$ cat src/rtl/core/pol_pkg.sv
// Package for the positional ordered list: sizes, operation and status codes,
// and the request, response and cell command types.
// No dependencies.
`default_nettype none

package pol_pkg;

    localparam int CAPACITY = 64;
    localparam int CNT_W    = $clog2(CAPACITY + 1);
    localparam int POS_W    = 7;
    localparam int VAL_W    = 32;
    localparam int LEN_W    = 7;
    localparam int CMP_W    = (CNT_W > POS_W) ? CNT_W : POS_W;

    localparam logic [2:0] OP_INS_FRONT = 3'd0;
    localparam logic [2:0] OP_INS_BACK  = 3'd1;
    localparam logic [2:0] OP_INS_AT    = 3'd2;
    localparam logic [2:0] OP_REM_FRONT = 3'd3;
    localparam logic [2:0] OP_REM_BACK  = 3'd4;
    localparam logic [2:0] OP_REM_AT    = 3'd5;

    typedef enum logic [1:0] {
        ST_DONE  = 2'd0,
        ST_FULL  = 2'd1,
        ST_EMPTY = 2'd2,
        ST_NOPOS = 2'd3
    } t_status;

    typedef struct packed {
        logic [2:0]              operation;
        logic [POS_W-1:0]        position;
        logic signed [VAL_W-1:0] value;
    } t_req;

    typedef struct packed {
        logic [1:0]              status;
        logic signed [VAL_W-1:0] removed_value;
        logic                    removed_valid;
        logic [LEN_W-1:0]        list_length;
    } t_rsp;

    // Broadcast to every cell in the cycle a request is taken.
    typedef struct packed {
        logic             ins;
        logic             rem;
        logic [CMP_W-1:0] idx;
    } t_cmd;

endpackage

`default_nettype wire

$ cat src/rtl/core/pol_cell.sv
// One storage cell of the list chain: holds one entry and moves it toward
// or away from the front. Depends on pol_pkg.
`default_nettype none

module pol_cell (
    input  wire logic                             i_clk,
    input  wire pol_pkg::t_cmd                    i_cmd,
    input  wire logic [pol_pkg::CMP_W-1:0]        i_pos,
    input  wire logic signed [pol_pkg::VAL_W-1:0] i_new,
    input  wire logic signed [pol_pkg::VAL_W-1:0] i_left,
    input  wire logic signed [pol_pkg::VAL_W-1:0] i_right,
    output logic signed [pol_pkg::VAL_W-1:0]      o_val,
    output logic signed [pol_pkg::VAL_W-1:0]      o_tap
);
    import pol_pkg::*;

    logic signed [VAL_W-1:0] r_val;
    logic signed [VAL_W-1:0] n_val;

    always_comb begin
        n_val = r_val;
        if (i_cmd.ins) begin
            if (i_pos == i_cmd.idx) begin
                n_val = i_new;
            end else if (i_pos > i_cmd.idx) begin
                n_val = i_left;
            end
        end else if (i_cmd.rem) begin
            if (i_pos >= i_cmd.idx) begin
                n_val = i_right;
            end
        end
    end

    always_ff @(posedge i_clk) begin
        r_val <= n_val;
    end

    assign o_val = r_val;
    // Only the cell being removed puts its entry on the OR bus.
    assign o_tap = (i_cmd.rem && (i_pos == i_cmd.idx)) ? r_val : '0;

endmodule

`default_nettype wire

$ cat config.mk
export PLATFORM = sky130hd
export DESIGN_NAME = pol_cell
export DESIGN_NICKNAME = d
export VERILOG_FILES = /design/src/rtl/core/pol_pkg.sv /design/src/rtl/core/pol_cell.sv
export SDC_FILE = /design/constraint.sdc
export NUM_CORES = 1
export LEC_CHECK = 0
export CAP_MARGIN = 20
export CORE_AREA = 2 2 68 70
export CTS_BUF_LIST = sky130_fd_sc_hd__clkbuf_16
export DETAILED_ROUTE_END_ITERATION = 10
export DIE_AREA = 0 0 70 72
export DONT_BUFFER_PORTS = 1
export GPL_ROUTABILITY_DRIVEN = 0
export GPL_TIMING_DRIVEN = 0
export SYNTH_ARGS = -nofsm -noshare
export SYNTH_HDL_FRONTEND = slang
export SYNTH_SLANG_ARGS = --single-unit
$ cat constraint.sdc
create_clock -name i_clk -period 3 [get_ports i_clk]
set_clock_uncertainty 0.1 [all_clocks]
set_input_delay 0.6 -clock i_clk [delete_from_list [all_inputs] [get_ports i_clk]]
set_output_delay 0.6 -clock i_clk [all_outputs]
set_load 0.02 [all_outputs]
==> qor.csv <==
stage;metric;value;unit
outcome;status;completed;
synthesis;muxShareOfSynthArea;0;
detailed_routing;route.vias.total;1794;
synthesis;syn_nets;357;
layout;largest_register_ffs;32;
power;ir_drop;0.272;mV
power;p_total;1.27;mW
floorplanning;rows;24;
synthesis;synth.area.top_cells;edfxtp_1 (47%), nand2_1 (12%), a31oi_1 (9.8%);
synthesis;ys_top_cells_by_count;nand2_1 (65), a31oi_1 (32), and3_1 (32), edfxtp_1 (32), nor2_1 (32);
critical_path;cp.arrival;2.08;ns
power;power-per-cell-area;564;nW/um2
timing;min_period;2.78;ns
timing;finalCritPeriodShare;0.927;
layout;diodes;0;
synthesis;netlist.area_leader.share;0.471;
clocking;numCtsBuffers;5;
floorplanning;dieArea;5040;um2
critical_path;critPathMaxStageDelay;0.32;ns
timing;hold_ws;0.492;ns
grt;grt_pass1_wl;8090;um
clocking;clk_pin_slew_worst_paths;0.05;ns
grt;grt_max_degree;18;
placement;placed_cell_area;2120;um2
layout;nets;365;
clocking;cts_resized;0;
grt;gr-usage-all-layers;0.208;
synthesis;synth_top_family_by_area;simple AND/OR/NAND/NOR gates;
synthesis;yosysUniqueCellTypes;21;
synthesis;async_flop_share;0;
flow_run;drv_cap;0;
clocking;cts_tree;built;
timing;setup_slack;0.219;ns
critical_path;crit_path_end_kind;primary output;
timing;worst_pin_slew;0.753;ns
placement;dpl.hpwl;4210;um
detailed_routing;drcViolationCount;0;
floorplanning;pin_count;177;
floorplanning;coreArea;4260;um2
grt;antenna_found_initial;0;
floorplanning;die_h;72;um
critical_path;cp_top_family;simple AND/OR/NAND/NOR gates;
timing;report.final.hold_viol_count;0;
synthesis;synthAdderAreaFrac;0.0429;
clocking;post_cts_buffers;0;
synthesis;synth_xor_area_frac;0;
floorplanning;initial_utilization;0.479;
layout;fin_area;2250;um2
synthesis;synth_simple_gate_area_frac;0.292;
layout;area.growth.synth_to_final;10.4;%
detailed_routing;drt_iter0_drc;110;
synthesis;synth_compound_area_frac;0.117;
critical_path;critPathSlowestCell;and3_1;
detailed_routing;routed_wl;5420;um
clocking;clock_path_buffers;2;
layout;nFillCells;434;
synthesis;synth_most_common_cell;nand2_1;
grt;grt_pass1_vias;1694;
synthesis;syn_avg_cell_area;8.61;um2
synthesis;yosysSeqAreaShare;0.471;
detailed_routing;first_pass_iters;4;
placement;dpl_worst_slack;0.220;ns
placement;numPortBuffers;0;
clocking;root_buffer;clkbuf_16;
synthesis;synth-main-ff-cell;edfxtp_1;
synthesis;yosysTopAreaCell;edfxtp_1;
critical_path;worstPathCellList;inv_1 > ha_1 > and4_1 > and4_4 > buf_12 > clkbuf_2 > and3_1;
critical_path;worst-endpoint-required;2.30;ns
critical_path;worst-setup-path-type;in -> out;
timing;slew_headroom;0.498;
timing;setup-tns-final;0;ns
timing;final_max_slew_viol_count;0;
timing;grt_setup_unrepaired;false;
detailed_routing;postRouteAntennaNets;0;
power;p_leak;0.988;nW
synthesis;synthCells;237;
timing;setup_viol;0;
synthesis;synth_seq_cells;32;
critical_path;start_kind;primary input;
synthesis;synth_area;2040;um2
detailed_routing;post_drt_wl_per_cell;18.3;um
synthesis;synth_warnings;0;
grt;grt_overflow_total;0;
clocking;ctsHoldBuffers;0;
critical_path;worstPathBufferInverterCount;3;
worst_hold_path;hp-class;in -> reg;
clocking;htreeDepth;2;
layout;drive_gt1_frac;0.0612;
detailed_routing;vias_per_cell;6.04;
floorplanning;die_x;70;um
timing;clock.fmax;360;MHz
clocking;cts.sinks;32;
synthesis;synth_edf_count;32;
critical_path;crit_fanout;10;
==> through the flow <==
step | std cells | util
after floorplan | 237 | -
after global placement | 289 | 0.494
after detailed placement | 290 | 0.497
after CTS | 297 | 0.528
after global routing | 297 | 0.528
final | 297 | 0.528
==> power by group <==
part	internal (mW)	switching, mW
Combinational	0.0444	0.0779
Clock	0.295	0.155
Sequential	0.580	0.119
==> metal layers <==
| layer | up-vias | GRT usage | part of all wire |
|---|---|---|---|
| met5 | - | 0 | 0 |
| met4 | 0 | 0.0748 | 0.016 |
| li1 | 851 | - | - |
| met3 | 8 | 0.0389 | 0.083 |
| met1 | 832 | 0.254 | 0.39 |
| met2 | 103 | 0.369 | 0.51 |
==> layout by cell type, fill, tap and decap left out, types with 2 or more instances in the layout <==
cell	instances
a21oi_1	2
clkinv_1	2
nand2_1	65
and3_1	32
clkbuf_2	3
buf_8	4
clkbuf_1	12
ha_1	7
edfxtp_1	32
nor2_1	32
inv_1	7
a31oi_1	32
clkbuf_16	5
==> cell families after synthesis <==
group | Yosys count
buf+inv | 27
flops | 32
fa+ha+maj | 7
simple gates | 133
compound gates | 38
==> path summary, 6_finish.rpt <==
kind,startpoint,end,slack (ns),depth (start not counted)
worst max-delay path,i_cmd[6],o_tap[1],0.22,7
worst min-delay path,i_right[29],o_val[29],0.49,2
==> area by class of cell <==
type | count | area [um2] | share of cell area
inverter | 7 | 26.3 | 0.0117
sequential | 32 | 961 | 0.426
tap | 52 | 65.1 | 0.0289
clock inverter | 2 | 7.51 | 0.00333
buffer | 20 | 130 | 0.0577
multi-input combinational | 178 | 923 | 0.410
timing repair buffer | 1 | 15.0 | 0.00666
clock buffer | 5 | 125 | 0.0555
No activity file was read; power rests on OpenSTA's default activity.
