$ cat src/rtl/core/pol_pkg.sv
// Package for the positional ordered list: sizes, operation and status codes,
// and the request, response and cell command types.
// No dependencies.
`default_nettype none

package pol_pkg;

    localparam int CAPACITY = 64;
    localparam int CNT_W    = $clog2(CAPACITY + 1);
    localparam int POS_W    = 7;
    localparam int VAL_W    = 32;
    localparam int LEN_W    = 7;
    localparam int CMP_W    = (CNT_W > POS_W) ? CNT_W : POS_W;

    localparam logic [2:0] OP_INS_FRONT = 3'd0;
    localparam logic [2:0] OP_INS_BACK  = 3'd1;
    localparam logic [2:0] OP_INS_AT    = 3'd2;
    localparam logic [2:0] OP_REM_FRONT = 3'd3;
    localparam logic [2:0] OP_REM_BACK  = 3'd4;
    localparam logic [2:0] OP_REM_AT    = 3'd5;

    typedef enum logic [1:0] {
        ST_DONE  = 2'd0,
        ST_FULL  = 2'd1,
        ST_EMPTY = 2'd2,
        ST_NOPOS = 2'd3
    } t_status;

    typedef struct packed {
        logic [2:0]              operation;
        logic [POS_W-1:0]        position;
        logic signed [VAL_W-1:0] value;
    } t_req;

    typedef struct packed {
        logic [1:0]              status;
        logic signed [VAL_W-1:0] removed_value;
        logic                    removed_valid;
        logic [LEN_W-1:0]        list_length;
    } t_rsp;

    // Broadcast to every cell in the cycle a request is taken.
    typedef struct packed {
        logic             ins;
        logic             rem;
        logic [CMP_W-1:0] idx;
    } t_cmd;

endpackage

`default_nettype wire

$ cat src/rtl/core/pol_ctrl.sv
// Request decoder and length counter for the list chain: checks each request
// against the length, drives the cell command and registers the response.
// Depends on pol_pkg.
`default_nettype none

module pol_ctrl (
    input  wire logic                             i_clk,
    input  wire logic                             i_rst_n,
    input  wire logic                             i_accept,
    input  wire pol_pkg::t_req                    i_req,
    input  wire logic signed [pol_pkg::VAL_W-1:0] i_tap,
    output pol_pkg::t_cmd                         o_cmd,
    output logic                                  o_strobe,
    output pol_pkg::t_rsp                         o_rsp
);
    import pol_pkg::*;

    logic [CNT_W-1:0] r_count;
    logic [CNT_W-1:0] n_count;
    logic             r_strobe;
    t_rsp             r_rsp;
    t_rsp             n_rsp;

    logic [CMP_W-1:0] cnt_x;
    logic [CMP_W-1:0] pos_x;
    logic [CMP_W-1:0] idx;
    t_status          status;
    logic             do_ins;
    logic             do_rem;

    assign cnt_x = CMP_W'(r_count);
    assign pos_x = CMP_W'(i_req.position);

    always_comb begin
        idx    = '0;
        status = ST_DONE;
        do_ins = 1'b0;
        do_rem = 1'b0;
        unique case (i_req.operation) inside
            OP_INS_FRONT, OP_INS_BACK, OP_INS_AT: begin
                if (i_req.operation == OP_INS_BACK) begin
                    idx = cnt_x;
                end else if (i_req.operation == OP_INS_AT) begin
                    idx = pos_x;
                end
                if (r_count >= CNT_W'(CAPACITY)) begin
                    status = ST_FULL;
                end else if (idx > cnt_x) begin
                    status = ST_NOPOS;
                end else begin
                    do_ins = 1'b1;
                end
            end
            OP_REM_FRONT, OP_REM_BACK, OP_REM_AT: begin
                if (i_req.operation == OP_REM_BACK) begin
                    idx = cnt_x - CMP_W'(1);
                end else if (i_req.operation == OP_REM_AT) begin
                    idx = pos_x;
                end
                if (r_count == '0) begin
                    status = ST_EMPTY;
                end else if (idx >= cnt_x) begin
                    status = ST_NOPOS;
                end else begin
                    do_rem = 1'b1;
                end
            end
            default: begin
                // Unused operation codes leave the list alone.
                status = ST_DONE;
            end
        endcase
    end

    assign o_cmd.ins = i_accept && do_ins;
    assign o_cmd.rem = i_accept && do_rem;
    assign o_cmd.idx = idx;

    always_comb begin
        n_count = r_count;
        if (do_ins) begin
            n_count = r_count + CNT_W'(1);
        end else if (do_rem) begin
            n_count = r_count - CNT_W'(1);
        end
        n_rsp.status        = status;
        n_rsp.removed_value = do_rem ? i_tap : '0;
        n_rsp.removed_valid = do_rem;
        n_rsp.list_length   = LEN_W'(n_count);
    end

    always_ff @(posedge i_clk) begin
        if (!i_rst_n) begin
            r_count  <= '0;
            r_strobe <= 1'b0;
        end else begin
            r_strobe <= i_accept;
            if (i_accept) begin
                r_count <= n_count;
            end
        end
        if (i_accept) begin
            r_rsp <= n_rsp;
        end
    end

    assign o_strobe = r_strobe;
    assign o_rsp    = r_rsp;

endmodule

`default_nettype wire

$ cat config.mk
export PLATFORM = sky130hd
export DESIGN_NAME = pol_ctrl
export DESIGN_NICKNAME = d
export VERILOG_FILES = /design/src/rtl/core/pol_pkg.sv /design/src/rtl/core/pol_ctrl.sv
export SDC_FILE = /design/constraint.sdc
export NUM_CORES = 1
export LEC_CHECK = 0
export BUFFER_PORTS_ARGS = -buffer_cell sky130_fd_sc_hd__buf_2
export CAP_MARGIN = 20
export CORE_ASPECT_RATIO = 2
export CORE_MARGIN = 5
export CORE_UTILIZATION = 43
export CTS_CLUSTER_DIAMETER = 60
export DETAILED_ROUTE_END_ITERATION = 10
export HOLD_SLACK_MARGIN = 0.15
export PLACE_DENSITY = 0.77
export SLEW_MARGIN = 20
export SYNTH_ARGS = -nofsm -noshare
export SYNTH_HDL_FRONTEND = slang
export SYNTH_SLANG_ARGS = --single-unit
$ cat constraint.sdc
create_clock -name i_clk -period 3.7 [get_ports i_clk]
set_clock_uncertainty 0.2 [all_clocks]
set_input_delay 0.555 -clock i_clk [delete_from_list [all_inputs] [get_ports i_clk]]
set_output_delay 0.555 -clock i_clk [all_outputs]
set_load 0.02 [all_outputs]
==> run summary <==
The critical path in this run is classified as flop to output port. The flow ran to the end, but the final reports show violations. The cell-internal power was 0.00139 W. Setup repair after global routing could not meet its margin everywhere. The worst vdd rail ir drop was 0.314 mV; the post-synthesis sequential element count was 50. By area the synthesized netlist is led by sky130_fd_sc_hd__edfxtp_1, sky130_fd_sc_hd__and2_1, sky130_fd_sc_hd__ha_1.

The logs give 0 for the number of antenna repair diodes and 0.401 for the part of the total power dissipated in combinational logic. Measured in cells, the most critical reg-to-reg path has a length of 16. The measured slew at the worst slew-check pin was 633 ps; the area growth from synthesis to layout was 38.5%. In this run the most critical hold path is launched from i_tap[25]. The run gives 110 as the number of violations reported at the end of detailed-routing iteration 0. The tools report the final worst setup slack as -9.27 ps. The dominant cell type by area after synthesis is sky130_fd_sc_hd__edfxtp_1. From bottom edge to top edge, the die measures 125 µm. For the floorplan die area, the log shows 8380 µm². The pin count of the biggest net entering global routing is 32, and the areal power density over the cells is 519 nW/µm².

The first TritonRoute pass finished after 5 iterations. For the hold-fix buffer count after cts, the log shows 0. The tools report the buffer cell driving the clock tree root as sky130_fd_sc_hd__clkbuf_16. The tools report the number of antenna violations at the first check in global routing as 0.

STA classifies the critical path startpoint as a flop. For the number of max-slew violations in the final report, the log shows 0. The final worst hold slack is 343 ps.

Timing would allow up to 270 MHz. The worst setup path is captured at an output port. Critical path data arrival time: 2950 ps. The tools report the total power as 0.00203 W.

The worst-skew pair later-pin latency came out at 280 ps. For the synthesized net count, the log shows 362. The share of the cycle needed by the critical path after routing is 1.00, and the required time at the worst-slack endpoint is 2940 ps. The static leakage came out at 1.80 nW. TritonCTS built the clock tree. Dividing the detail-routed wire length by the instance count gives 14.8 µm. The total placed cells including tap cells came out at 461. The number of standard cells after synthesis is 269, and the top cell type's share of synthesized area is 0.447. Counting instances, the worst hold path has a depth of 2. The residual overflow from global routing is 0. Of all nets on the critical path, the largest fanout is 3. The overall routing resource usage came out at 0.177. By count the netlist is led by sky130_fd_sc_hd__edfxtp_1, sky130_fd_sc_hd__and2_1, sky130_fd_sc_hd__nand2_1. The most used flip-flop cell after synthesis is sky130_fd_sc_hd__edfxtp_1. The number of buffers on the longest clock path came out at 2.

In the routed design, unresolved DRC markers number 0. The fraction of layout instances using a drive strength above 1 works out to 0.424. The first global-routing pass estimated 11.4 mm of wire. The die extent in x was 67.3 µm.

The remaining antenna violation count was 0. The post-synthesis sequential area ratio came out at 0.504. At the end of the flow, the number of nets in the layout was 488. For the initial cell density of the core, the log shows 0.444.

For this design, the sink count on the clock tree is 50. In this run the standard cell core region covers 6360 µm². The worst-case hold path end point was o_rsp[33]$_SDFFCE_PP0P_.

The final reports fail on negative setup slack. In this run the critical register-to-register path is captured at o_rsp[4]$_DFFE_PP_. The minimum clock period after layout is 3710 ps. For this block, the via count after detailed routing is 2478.

Averaged over all synthesized cells, the footprint is 10.5 µm². For the number of hold violations in the final report, the log shows 0. Summing all multi-input logic gate instances after layout gives 1340 µm². The tools report the final count of negative-setup-slack endpoints as 1. The run gives 0 as the number of warnings reported in the yosys synthesis log. The logs give 0.348 for the sequential fraction of design power and 5.70 mm for the placed wire-length estimate after detailed placement. Across all register-to-register paths, the minimum setup slack is 280 ps. In the final layout, flip-flops and latches occupy 1430 µm².

For this design the top-level I/O count stands at 129. The switching share of total power is 0.313, and the switching power is 0.000634 W. Dividing the detail-routed via count by the number of cells gives 5.14. The netlist uses 44 different library cells. At the end of routability-driven placement, the weighted congestion stood at 0.934. The async set or reset register ratio after synthesis is 0. The layout has 555 filler cells.

The relative slew slack was 0.578; the number of standard cells in the final layout excluding fillers was 482. Path class of the lowest-slack min-delay path: input port to flop. Max-cap violations in this run came to 0.

In this run the cell area of the synthesized design comes to 2820 µm². Clock-pin slew was measured on the worst setup and hold paths at 70 ps. The count of flip-flops with a built-in enable after synthesis came out at 42.

Buffers placed on the I/O ports in this run total 96. The number of global-route vias before repair is 2509. In this run the critical register-to-register path is launched from cnt_x[1]$_SDFFE_PN0P_.

The clock tree synthesis step divided the H-tree into 2 levels. Counting the buffers created by CTS gives 5. The most numerous cell in the Yosys netlist was sky130_fd_sc_hd__edfxtp_1. The logs give 0.252 for the clock network fraction of design power and 52.1 ps for the setup slack at placement. The final routed wirelength across all metal layers came out at 7.13 mm. The standard-cell row count was 41.
[power groups by stage]
stage	clock [W]	sequential, W	combinational [W]
after floorplan	0	0.000770	0.000360
after global placement	0	0.000711	0.000660
after detailed placement	0	0.000712	0.000676
after CTS	0.000523	0.000704	0.000789
after global routing	0.000556	0.000709	0.000877
final	0.000510	0.000704	0.000813
[through the flow]
step	setup TNS (ps)	util	cell area, µm²
final	-9.27	0.614	3910
after global routing	-200	0.614	3910
after CTS	0	0.612	3890
after detailed placement	0	0.558	3550
after global placement	0	0.558	3550
after floorplan	0	-	2820
[placed cells by master, fill, tap and decap left out, drive strengths merged, types with 2 or more instances in the layout]
cell	n
a211oi	3
a21boi	2
a21oi	9
a221o	2
a22oi	11
a31oi	2
and2	34
and3	5
buf	136
clkbuf	5
clkinv	2
dfxtp	8
edfxtp	42
ha	16
inv	15
mux2i	7
nand2	24
nand3	5
nand4	3
nor2	20
nor2b	3
nor3	2
o211ai	3
o21ai	12
o22ai	7
or2	2
xnor2	7
[worst max-delay path by stage]
stage	from	end	slack, ps	depth (start not counted)
floorplan	cnt_x[0]$_SDFFE_PN0P_	o_cmd[7]	150	13
global placement	cnt_x[0]$_SDFFE_PN0P_	o_cmd[7]	100	14
detailed placement	cnt_x[0]$_SDFFE_PN0P_	o_cmd[7]	50	13
CTS	cnt_x[1]$_SDFFE_PN0P_	o_cmd[7]	4	13
global route	cnt_x[1]$_SDFFE_PN0P_	o_cmd[7]	-160	13
finish	cnt_x[1]$_SDFFE_PN0P_	o_cmd[7]	-9	14
[critical path, stage by stage (launching register included)]
cell and delay [ps]:
sky130_fd_sc_hd__dfxtp_2 340, sky130_fd_sc_hd__inv_1 80, sky130_fd_sc_hd__ha_4 170, sky130_fd_sc_hd__and3_4 200, sky130_fd_sc_hd__xnor2_2 180, sky130_fd_sc_hd__nor2_1 60, sky130_fd_sc_hd__a21oi_1 170, sky130_fd_sc_hd__nor2_1 70
sky130_fd_sc_hd__ha_1 280, sky130_fd_sc_hd__and3_4 150, sky130_fd_sc_hd__a221o_1 350, sky130_fd_sc_hd__a31oi_4 190, sky130_fd_sc_hd__nand4_1 180, sky130_fd_sc_hd__inv_2 130, sky130_fd_sc_hd__buf_6 120
[per-layer routing]
metal / track usage / vias to the layer above / part of all wire
li1: - / 1213 / -
met4: 0.117 / 0 / 0.051
met3: 0.0325 / 22 / 0.081
met2: 0.332 / 130 / 0.54
met5: 0 / - / 0
met1: 0.159 / 1113 / 0.32
[cell families (layout without fill, tap and decap cells)]
kind of cell | Yosys count | in the layout | share of synthesized area
mux | 7 | 7 | 0.0248
fa+ha+maj | 16 | 16 | 0.0709
compound gates | 56 | 56 | 0.141
buf+inv | 32 | 159 | 0.0465
simple gates | 101 | 101 | 0.191
xor+xnor | 7 | 7 | 0.0217
flops | 50 | 50 | 0.504
[layout make-up]
class                      instances  share of cell area
sequential                        50               0.366
multi-input combinational        187               0.343
tap                               86              0.0275
timing repair buffer             136               0.206
clock buffer                       5              0.0320
clock inverter                     3              0.0112
inverter                          15              0.0147
[sequential cells by signal (all words and copies together) (netlist names)]
name and cells:
o_strobe 1, cnt_x 7, o_rsp 42
[timing repair]
action	CTS	global route
cloned	0	0
gates resized for setup	19	3
buffers inserted	13	0
pin swaps	3	0
setup endpoints to repair	1	2
(Power assumes the default switching activity.)
